`src/sv/dccd_pkg.sv`:
```
package dccd_pkg;

    typedef enum logic [1:0] {
        S_IDLE,
        S_YEAR,
        S_MONTH,
        S_DONE
    } t_state;

    // Controls for the year tracker
    typedef struct packed {
        logic init;
        logic step;
    } t_year_ctl;

    localparam logic [11:0] EPOCH_YEAR     = 12'd1978;
    localparam logic [1:0]  EPOCH_MOD4     = 2'd2;
    localparam logic [6:0]  EPOCH_MOD100   = 7'd78;
    localparam logic [8:0]  EPOCH_MOD400   = 9'd378;
    localparam logic [6:0]  MOD100_LAST    = 7'd99;
    localparam logic [8:0]  MOD400_LAST    = 9'd399;

    localparam logic [15:0] DAYS_PLAIN_YEAR = 16'd365;
    localparam logic [15:0] DAYS_LEAP_YEAR  = 16'd366;

    localparam logic [4:0]  DAYS_LONG_MONTH  = 5'd31;
    localparam logic [4:0]  DAYS_SHORT_MONTH = 5'd30;
    localparam logic [4:0]  DAYS_FEB_LEAP    = 5'd29;
    localparam logic [4:0]  DAYS_FEB_PLAIN   = 5'd28;

    localparam logic [3:0]  MON_JAN = 4'd1;
    localparam logic [3:0]  MON_FEB = 4'd2;
    localparam logic [3:0]  MON_APR = 4'd4;
    localparam logic [3:0]  MON_JUN = 4'd6;
    localparam logic [3:0]  MON_SEP = 4'd9;
    localparam logic [3:0]  MON_NOV = 4'd11;
    localparam logic [3:0]  MON_DEC = 4'd12;

    function automatic logic [4:0] month_len(input logic [3:0] mon, input logic leap);
        logic [4:0] len;
        case (mon) inside
            MON_APR, MON_JUN, MON_SEP, MON_NOV: len = DAYS_SHORT_MONTH;
            MON_FEB: len = leap ? DAYS_FEB_LEAP : DAYS_FEB_PLAIN;
            default: len = DAYS_LONG_MONTH;
        endcase
        return len;
    endfunction

endpackage

```
`src/sv/dccd_sub.sv`:
```
module dccd_sub (
    input  logic [15:0] i_a,
    input  logic [15:0] i_b,
    output logic [15:0] o_diff,
    output logic        o_gt
);

    logic [16:0] w_diff;

    // one subtractor serves both the compare and the update
    assign w_diff = {1'b0, i_a} - {1'b0, i_b};
    assign o_diff = w_diff[15:0];
    assign o_gt   = ~w_diff[16] & (w_diff[15:0] != 16'd0);

endmodule

```
`src/sv/dccd_year.sv`:
```
module dccd_year (
    input  logic                 i_clk,
    input  dccd_pkg::t_year_ctl  i_ctl,
    output logic [11:0]          o_year,
    output logic                 o_leap
);

    import dccd_pkg::*;

    logic [11:0] r_year;
    logic [1:0]  r_mod4;
    logic [6:0]  r_mod100;
    logic [8:0]  r_mod400;

    // residues are carried along with the year, so no divider is needed
    always_ff @(posedge i_clk) begin
        if (i_ctl.init) begin
            r_year   <= EPOCH_YEAR;
            r_mod4   <= EPOCH_MOD4;
            r_mod100 <= EPOCH_MOD100;
            r_mod400 <= EPOCH_MOD400;
        end else if (i_ctl.step) begin
            r_year   <= r_year + 12'd1;
            r_mod4   <= r_mod4 + 2'd1;
            r_mod100 <= (r_mod100 == MOD100_LAST) ? 7'd0 : r_mod100 + 7'd1;
            r_mod400 <= (r_mod400 == MOD400_LAST) ? 9'd0 : r_mod400 + 9'd1;
        end
    end

    assign o_year = r_year;
    assign o_leap = ((r_mod4 == 2'd0) && (r_mod100 != 7'd0)) || (r_mod400 == 9'd0);

endmodule

```
`src/sv/day_count_to_calendar_date.sv`:
```
// Channel   Direction  Handshake         Payload
// request   in         i_valid/o_stall   i_day_count
// result    out        o_valid/i_stall   o_day_of_month, o_month_number, o_year_number
//
// One request at a time. A shared 16-bit subtract/compare unit removes one year
// per cycle, then one month per cycle.
// o_stall is high from acceptance until the result has been taken.
// Synchronous active-low reset returns the sequencer to idle.
module day_count_to_calendar_date (
    input  logic        i_clk,
    input  logic        i_rst_n,
    input  logic        i_valid,
    output logic        o_stall,
    input  logic [15:0] i_day_count,
    output logic        o_valid,
    input  logic        i_stall,
    output logic [4:0]  o_day_of_month,
    output logic [3:0]  o_month_number,
    output logic [11:0] o_year_number
);

    import dccd_pkg::*;

    t_state      r_state, n_state;
    logic [15:0] r_rem, n_rem;
    logic [3:0]  r_mon, n_mon;
    t_year_ctl   year_ctl;
    logic [11:0] year;
    logic        leap;
    logic [15:0] sub_b;
    logic [15:0] sub_diff;
    logic        sub_gt;

    dccd_year u_year (
        .i_clk  (i_clk),
        .i_ctl  (year_ctl),
        .o_year (year),
        .o_leap (leap)
    );

    dccd_sub u_sub (
        .i_a    (r_rem),
        .i_b    (sub_b),
        .o_diff (sub_diff),
        .o_gt   (sub_gt)
    );

    always_comb begin
        if (r_state == S_MONTH) begin
            sub_b = {11'd0, month_len(r_mon, leap)};
        end else begin
            sub_b = leap ? DAYS_LEAP_YEAR : DAYS_PLAIN_YEAR;
        end
    end

    always_ff @(posedge i_clk) begin
        if (!i_rst_n) begin
            r_state <= S_IDLE;
        end else begin
            r_state <= n_state;
        end
    end

    always_ff @(posedge i_clk) begin
        r_rem <= n_rem;
        r_mon <= n_mon;
    end

    always_comb begin
        n_state  = r_state;
        n_rem    = r_rem;
        n_mon    = r_mon;
        year_ctl = '0;
        case (r_state)
            S_IDLE: begin
                if (i_valid) begin
                    n_rem         = i_day_count;
                    n_mon         = MON_JAN;
                    year_ctl.init = 1'b1;
                    n_state       = S_YEAR;
                end
            end
            // a leap year keeps a remainder of exactly 366 as 31 December
            S_YEAR: begin
                if (sub_gt) begin
                    n_rem         = sub_diff;
                    year_ctl.step = 1'b1;
                end else begin
                    n_state = S_MONTH;
                end
            end
            S_MONTH: begin
                if ((r_mon != MON_DEC) && sub_gt) begin
                    n_rem = sub_diff;
                    n_mon = r_mon + 4'd1;
                end else begin
                    n_state = S_DONE;
                end
            end
            S_DONE: begin
                if (!i_stall) begin
                    n_state = S_IDLE;
                end
            end
            default: n_state = S_IDLE;
        endcase
    end

    assign o_stall        = (r_state != S_IDLE);
    assign o_valid        = (r_state == S_DONE);
    assign o_day_of_month = r_rem[4:0];
    assign o_month_number = r_mon;
    assign o_year_number  = year;

`ifndef ASSERT_OFF
    a_mon_range: assert property (@(posedge i_clk) disable iff (!i_rst_n)
        (r_state == S_MONTH || r_state == S_DONE) |-> (r_mon >= MON_JAN && r_mon <= MON_DEC))
        else $error("month out of range");

    a_day_fits: assert property (@(posedge i_clk) disable iff (!i_rst_n)
        o_valid |-> (r_rem <= 16'd31))
        else $error("day remainder too large at result");

    a_year_bound: assert property (@(posedge i_clk) disable iff (!i_rst_n)
        (r_state == S_YEAR) |-> (year <= 12'd2157))
        else $error("year ran past the range of a 16-bit count");

    a_day_zero: assert property (@(posedge i_clk) disable iff (!i_rst_n)
        (o_valid && r_rem == 16'd0) |-> (r_mon == MON_JAN && year == EPOCH_YEAR))
        else $error("day zero outside the epoch month");

    a_release: assert property (@(posedge i_clk) disable iff (!i_rst_n)
        (o_valid && !i_stall) |=> (!o_valid && !o_stall))
        else $error("result not released after handoff");
`endif

endmodule
```
`config.mk`:
```
export PLATFORM = sky130hd
export DESIGN_NAME = day_count_to_calendar_date
export DESIGN_NICKNAME = d
export VERILOG_FILES = /design/src/sv/dccd_pkg.sv /design/src/sv/dccd_sub.sv /design/src/sv/dccd_year.sv /design/src/sv/day_count_to_calendar_date.sv
export SDC_FILE = /design/constraint.sdc
export NUM_CORES = 1
export LEC_CHECK = 0
export ABC_AREA = 1
export BUFFER_PORTS_ARGS = -buffer_cell sky130_fd_sc_hd__clkbuf_2
export CAP_MARGIN = 20
export CORE_ASPECT_RATIO = 0.6
export CORE_MARGIN = 2
export CORE_UTILIZATION = 55
export CTS_BUF_LIST = sky130_fd_sc_hd__clkbuf_2 sky130_fd_sc_hd__clkbuf_4 sky130_fd_sc_hd__clkbuf_8
export DETAILED_ROUTE_END_ITERATION = 6
export MAX_ROUTING_LAYER = met4
export PLACE_DENSITY = 0.79
export SLEW_MARGIN = 20
export SYNTH_ARGS = -nofsm -noshare
export SYNTH_HDL_FRONTEND = slang
export SYNTH_SLANG_ARGS = --single-unit
```
`constraint.sdc`:
```
create_clock -name i_clk -period 4 [get_ports i_clk]
set_input_delay 0.2 -clock i_clk [delete_from_list [all_inputs] [get_ports i_clk]]
set_output_delay 0.2 -clock i_clk [all_outputs]
set_load 0.02 [all_outputs]
```
== After elaboration in Yosys (flattened, before gate mapping) ==
Index checks and enable logic that the tools add are counted.

* $add $sub $neg: 6
* Eq/ne operators: 17
* Multiplexer cells: 23
* Bitwise operators: 2
* Reductions and logical operators: 15

{| class="wikitable"
|+ Operators by type and width
! kind !! count
|-
| 16-bit 2-to-1 mux || 3
|-
| 16-bit case mux with 3 select lines || 1
|-
| 9-bit 2-to-1 mux || 2
|-
| 16-bit by 9-bit subtractor with 17-bit output || 1
|-
| 16-bit nonzero test || 1
|-
| 2-bit 2-to-1 mux || 7
|-
| 12-bit by 1-bit adder with 12-bit output (second input constant) || 1
|-
| 2-bit inequality test (second input constant) || 5
|-
| 9-bit by 1-bit adder with 9-bit output (second input constant) || 1
|-
| 9-bit == test (second input constant) || 1
|-
| 9-bit logical NOT || 1
|-
| 4-bit by 3-bit == test with 1-bit output (second input constant) || 2
|-
| 4-bit == test (second input constant) || 2
|-
| 4-bit 2-to-1 mux || 2
|-
| 2-bit case mux with 4 select lines || 1
|-
| 4-bit case mux with 2 select lines || 1
|-
| 4-bit AND reduction || 2
|-
| 7-bit by 1-bit adder with 7-bit output (second input constant) || 1
|-
| 7-bit == test (second input constant) || 1
|-
| 7-bit 2-to-1 mux || 1
|-
| 7-bit nonzero test || 1
|-
| 1-bit 2-to-1 mux || 5
|-
| 4-bit by 1-bit adder with 4-bit output (second input constant) || 1
|-
| 2-bit == test (second input constant) || 2
|-
| 14 further kinds || 17
|}

* Register bits after elaboration: 52
* Bits of input ports: 20
* Output and inout port bits: 23
* Word-level logic and storage cells: 70

== Depth between registers and ports, before layout ==
* Word-level depth: 13
* Gate-level depth with buffers: 30
* Depth with buffers taken out: 30

== Modules after synthesis ==
A second synthesis with hierarchy kept.

* Cell total of the unflattened synthesis: 618
* Area total of the unflattened synthesis: 3995.1 µm²

{| class="wikitable"
|+ Modules (own cells, without submodules)
! module !! instances !! cells each !! area an instance (µm²) !! seq. area each (µm²)
|-
| dccd_year || 1 || 218 || 1512.7 || 600.6
|-
| day_count_to_calendar_date || 1 || 145 || 1277.5 || 640.6
|-
| dccd_sub || 1 || 255 || 1204.9 || 0.0
|}

== Worst setup path after synthesis ==
No wires, ideal clock.

* Kind: flip-flop to flip-flop
* Start point: reg r_mon[0] (netlist: o_month_number[0])
* End point: reg r_rem[0] (enable)
* Setup time: 0.413 ns
* Arrival: 4.011 ns
* Required time: 3.587 ns
* Path slack: -0.424 ns
* Stages on the path, launching flop included: 23
* Path buffers: 0
* Clock period less this slack: 4.424 ns
* Path through: edfxtp_1 > inv_1 > ha_1 > o211ai_1 > o211ai_1 > a21oi_1 > ha_1 > inv_1 > fa_1 > nand3_1 > inv_2 > nand2_2 > nand2_2 > nand2_1 > nand3_1 > nand2_1 > inv_1 > nand2_1 > nor2_4 > nand2_4 > nand2_4 > a21oi_1 > nor3b_1

* Cells in the longest elaborated chain, start to end: 10
* Elaborated cells between the ends (all ways): 18
* Those cells by class: add/sub: 1; eq/ne: 8; mux: 3; bitwise: 2; reduce/logical: 4

{| class="wikitable"
|+ RTL lines
! item !! line !! source
|-
| start, declared || day_count_to_calendar_date.sv:26 || <nowiki>logic [3:0] r_mon, n_mon;</nowiki>
|-
| start signal, assigned || day_count_to_calendar_date.sv:66 || <nowiki>r_mon <= n_mon;</nowiki>
|-
| 4-bit by 3-bit == test with 1-bit output (tied with other cells) || day_count_to_calendar_date.sv:50 || <nowiki>sub_b = {11'd0, month_len(r_mon, leap)};</nowiki>
|-
| 4-bit OR reduction or 2-bit 2-to-1 mux (tied branches) || dccd_pkg.sv:41 || <nowiki>case (mon) inside</nowiki>
|-
| 2-bit 2-to-1 mux || dccd_pkg.sv:41 ||
|-
| 9-bit 2-to-1 mux || day_count_to_calendar_date.sv:49 || <nowiki>if (r_state == S_MONTH) begin</nowiki>
|-
| 16-bit by 9-bit subtractor with 17-bit output || dccd_sub.sv:11 || <nowiki>assign w_diff = {1'b0, i_a} - {1'b0, i_b};</nowiki>
|-
| 16-bit nonzero test or 1-bit inverter (tied branches) || dccd_sub.sv:13 || <nowiki>assign o_gt = ~w_diff[16] & (w_diff[15:0] != 16'd0);</nowiki>
|-
| 1-bit AND || dccd_sub.sv:13 ||
|-
| 1-bit logical AND || day_count_to_calendar_date.sv:93 || <nowiki>if ((r_mon != MON_DEC) && sub_gt) begin</nowiki>
|-
| 2-bit by 1-bit inequality test with 1-bit output (no line) || -- ||
|-
| 4-bit AND reduction (no line) * || -- ||
|-
| end signal, assigned || day_count_to_calendar_date.sv:65 || <nowiki>r_rem <= n_rem;</nowiki>
|-
| end, declared || day_count_to_calendar_date.sv:25 || <nowiki>logic [15:0] r_rem, n_rem;</nowiki>
|}

Mark *: on every way between the ends. The rest lies on a longest branch, timed or not.
A chain may end at the register's enable or synchronous reset.

== Worst setup path after layout ==
* Start point: reg u_year.r_mod100[0]
* End point: reg r_rem[1] (enable)

* Cells in the longest elaborated chain, start to end: 13
* Elaborated cells between the ends (all ways): 16
* Those cells by class: add/sub: 1; eq/ne: 2; mux: 5; bitwise: 2; reduce/logical: 6

{| class="wikitable"
|+ RTL lines
! item !! line !! source
|-
| start, declared || dccd_year.sv:12 || <nowiki>logic [6:0] r_mod100;</nowiki>
|-
| start signal, assigned || dccd_year.sv:25 || <nowiki>r_mod100 <= (r_mod100 == MOD100_LAST) ? 7'd0 : r_mod100 + 7'd1;</nowiki>
|-
| 7-bit nonzero test * || dccd_year.sv:31 || <nowiki>assign o_leap = ((r_mod4 == 2'd0) && (r_mod100 != 7'd0)) || (r_mod400 == 9'd0);</nowiki>
|-
| 1-bit logical AND * || dccd_year.sv:31 ||
|-
| 1-bit logical OR * || dccd_year.sv:31 ||
|-
| 1-bit 2-to-1 mux || dccd_pkg.sv:43 || <nowiki>MON_FEB: len = leap ? DAYS_FEB_LEAP : DAYS_FEB_PLAIN;</nowiki>
|-
| 2-bit 2-to-1 mux (2 in series) || dccd_pkg.sv:41 ||
|-
| 9-bit 2-to-1 mux * || day_count_to_calendar_date.sv:49 ||
|-
| 16-bit by 9-bit subtractor with 17-bit output * || dccd_sub.sv:11 ||
|-
| 16-bit nonzero test or 1-bit inverter (tied branches) || dccd_sub.sv:13 ||
|-
| 1-bit AND * || dccd_sub.sv:13 ||
|-
| 1-bit logical AND || day_count_to_calendar_date.sv:93 ||
|-
| 2-bit by 1-bit inequality test with 1-bit output (no line) || -- ||
|-
| 4-bit AND reduction (no line) * || -- ||
|}

Marked as above.

==> impl_results.md <==
- Post-Syn Nets: 554
- Antenna violation net count after detailed routing: 0
- RR Startpoint: u_year.r_mod100[0]
- Critical Path RT: 4.01 ns
- Most frequent cell after synthesis: nand2_1
- Pwr/cell area: 915 nW/um^2
- Synthesized area per cell: 7.13 sq um
- Share of flip-flops with an asynchronous set or reset: 0
- Sequential area share after synthesis: 0.340
- DP HPWL: 6850 microns
- Total core area: 6250 sq um
- Deepest clock path buffer count: 2
- Post-synthesis cell count: 512
- Worst rel slew slack: 0.568
- Area leader, netlist: dfxtp_1
- Post-Syn Area: 3650 sq um
- Skew final: 0.0131 ns
- Worst slew pin tran: 0.648 ns
- Total GRT Usage: 0.267
- Routed WL: 8890 microns
- Critical Path AT: 3.73 ns
- Final worst path period share: 0.930
- Initial Util: 0.584
- Num CTS Buffers: 5
- Most frequent CP cell: nand2_1
- Startpoint Class: register
- # nets final: 599
- Initial antenna violation count: 0
- Drt drc: 0
- Post-CTS Hold Fix Bufs: 0
- Wire per inst: 13.8 microns
- Final setup fails: 0
- First-pass GRT wire length: 14700 microns
- LEAKAGE: 2.09 nW
- Die width: 109 microns
- TritonCTS clock tree: done
- FF+latch count, synth: 52
- Slowest stage cell on the critical path: fa_2
- Post-synth cell types: 36
- Drt via density: 5.37
- Crit Path Max Fanout: 8
- Synth area leaders: dfxtp_1 18%, edfxtp_1 16%, nand2_1 13%
- Unrepaired setup endpoints after global routing: false
- CTS sink cnt: 52
- Number of H-tree levels: 2
- Max incr delay on CP: 0.42 ns
- CP Launch Point: u_year.r_mod100[0]
- Max IR drop VDD: 462 uV
- Vias in the first global route: 3104
- Total gr overflow: 0
- Fin util: 0.661
- Ports: 43
- Commonest cells post-synth: 127 x nand2_1, 80 x inv_1, 49 x nor2_1
- Drt initial violations: 287
- Port-buffer cells: 42
- Routability cong.: 0.999
- Tightest Hold Check Type: input pin to register
- F_max: 269 MHz
- Die area: 7320 sq um
- Worst-path clk slew: 0.10 ns
- Synth-to-Final Area Change: 13.3%
- Hold Path Origin: i_rst_n
- Clock Latency Late Sink: 0.31 ns
- Layout cells sized above 1: 0.190
- Final min period: 3.72 ns
- Maximum capacitance violations: 0
- FILL cells: 527
- DR pass1 iterations: 5
- EDFF count, synth: 20
- Post-synth top area share: 0.176
- Largest net degree at the start of global routing: 26
- Most used DFF post-synth: dfxtp_1
- Diode count: 0
- WP buf/inv: 5
- Num rows: 22
- Outcome: complete, no violations
- Hold Vio Cnt, Final: 0
- Root buf cell: clkbuf_8
- Worst Setup End Kind: register
- Via count: 3446
- Cell type group with the largest total delay on the critical path: simple AND/OR/NAND/NOR gates
- CP Class: register to register
- Max Slew Vio Count: 0
- Synth Warn #: 0
- Setup TNS: 0 ns
- Die height: 67.1 microns
## logic make-up (layout without fill, tap and decap cells)
family / after synthesis / count (layout) / synth area share
AND/OR/NAND/NOR: 265 / 265 / 0.326
adder cells (fa/ha/maj): 22 / 22 / 0.0775
XOR/XNOR: 11 / 11 / 0.0264
AO/OA/AOI/OAI: 63 / 63 / 0.113
buffers and inverters: 99 / 145 / 0.117
flip-flops: 52 / 52 / 0.340
## layer usage
layer  vias to the layer above  global-route usage  share of wire
met5                         -                   -              0
met4                         0              0.0385         0.0024
met3                         4              0.0450          0.079
met2                       119               0.378           0.41
met1                      1569               0.403           0.51
li1                       1754                   -              -
## what timing repair did
action | 4_1_cts | 5_1_grt
endpoints found under the setup margin | 0 | 39
endpoints found under the hold margin | 0 | 0
setup buffers | 0 | 4
resized for setup | 0 | 18
## cell usage in the layout (no fill, tap or decap), types with 2 or more instances in the layout
master	instances
dfxtp_1	29
nand4_1	9
or2_2	2
edfxtp_1	20
ha_1	21
nor3_1	11
xor2_1	10
nand3_1	44
nand2_2	6
nor2_4	3
clkbuf_2	42
a31oi_1	5
a21oi_1	17
inv_1	77
nor2_2	5
clkbuf_8	5
buf_4	8
o211ai_2	9
o211ai_1	5
nand2_1	125
nor2_1	47
dfxtp_2	3
nand3b_1	5
nand3_2	2
o21bai_1	2
nand2_4	2
inv_2	6
buf_12	2
o21ai_0	21
## power breakdown
group / internal [mW] / leakage [nW] / switching (mW)
Combinational: 0.811 / 1.57 / 1.56
Clock: 0.189 / 0.0591 / 0.182
Sequential: 0.849 / 0.465 / 0.197
Total: 1.85 / 2.09 / 1.93
## layout make-up
type | count | area (sq um) | area share
inverter | 83 | 312 | 0.0754
clock inverter | 3 | 45.0 | 0.0109
tap | 84 | 105 | 0.0254
sequential | 52 | 1240 | 0.301
multi-input combinational | 361 | 2030 | 0.491
timing repair buffer | 54 | 327 | 0.0790
clock buffer | 5 | 68.8 | 0.0167
## sequential cells by signal, indices dropped and copies added (netlist names)
name	count
u_year.r_mod100	7
r_state	2
o_month_number	4
u_year.r_mod400	9
u_year.r_mod4	2
r_rem	16
u_year.o_year	12
## stage by stage
| stage | instance area (sq um) | worst slack (ns) | instances | hold slack [ns] | power, mW |
|---|---|---|---|---|---|
| after floorplan | 3650 | 0.140 | 512 | 0.321 | 2.73 |
| after global placement | 3920 | 0.387 | 629 | 0.427 | 3.19 |
| after detailed placement | 3920 | 0.296 | 629 | 0.430 | 3.25 |
| after CTS | 4030 | 0.230 | 637 | 0.0954 | 3.64 |
| after global routing | 4130 | 0.00929 | 642 | 0.0909 | 4.12 |
| final | 4130 | 0.278 | 642 | 0.103 | 3.78 |
## worst reg2reg max path, cell delays in order (launching register included)
cell and delay, ns:
dfxtp_2 0.35, inv_1 0.10, ha_1 0.15, nand2_1 0.06
o41ai_2 0.19, buf_4 0.17, a21oi_1 0.10, a21oi_1 0.15
ha_1 0.17, inv_2 0.06, fa_2 0.42, nand3_2 0.09
inv_2 0.05, nand2_2 0.07, nand2_2 0.07, nand2_1 0.09
nand2_1 0.06, nand2_1 0.07, nand2_2 0.08, nand3_2 0.10
nor2_4 0.04, nand2_4 0.09, nand2_4 0.07, a21oi_1 0.14
nor3b_4 0.23, buf_2 0.26
## worst paths after layout
kind / endpoint / slack, ns / depth (start not counted)
worst max register to register: r_rem[1] / 0.28 / 25
worst min-delay path: r_state[1] / 0.10 / 3
worst max-delay path: r_rem[1] / 0.28 / 25
worst min register to register: u_year.r_mod4[0] / 0.49 / 2
Note: power is estimated with default switching activity, not from simulation.
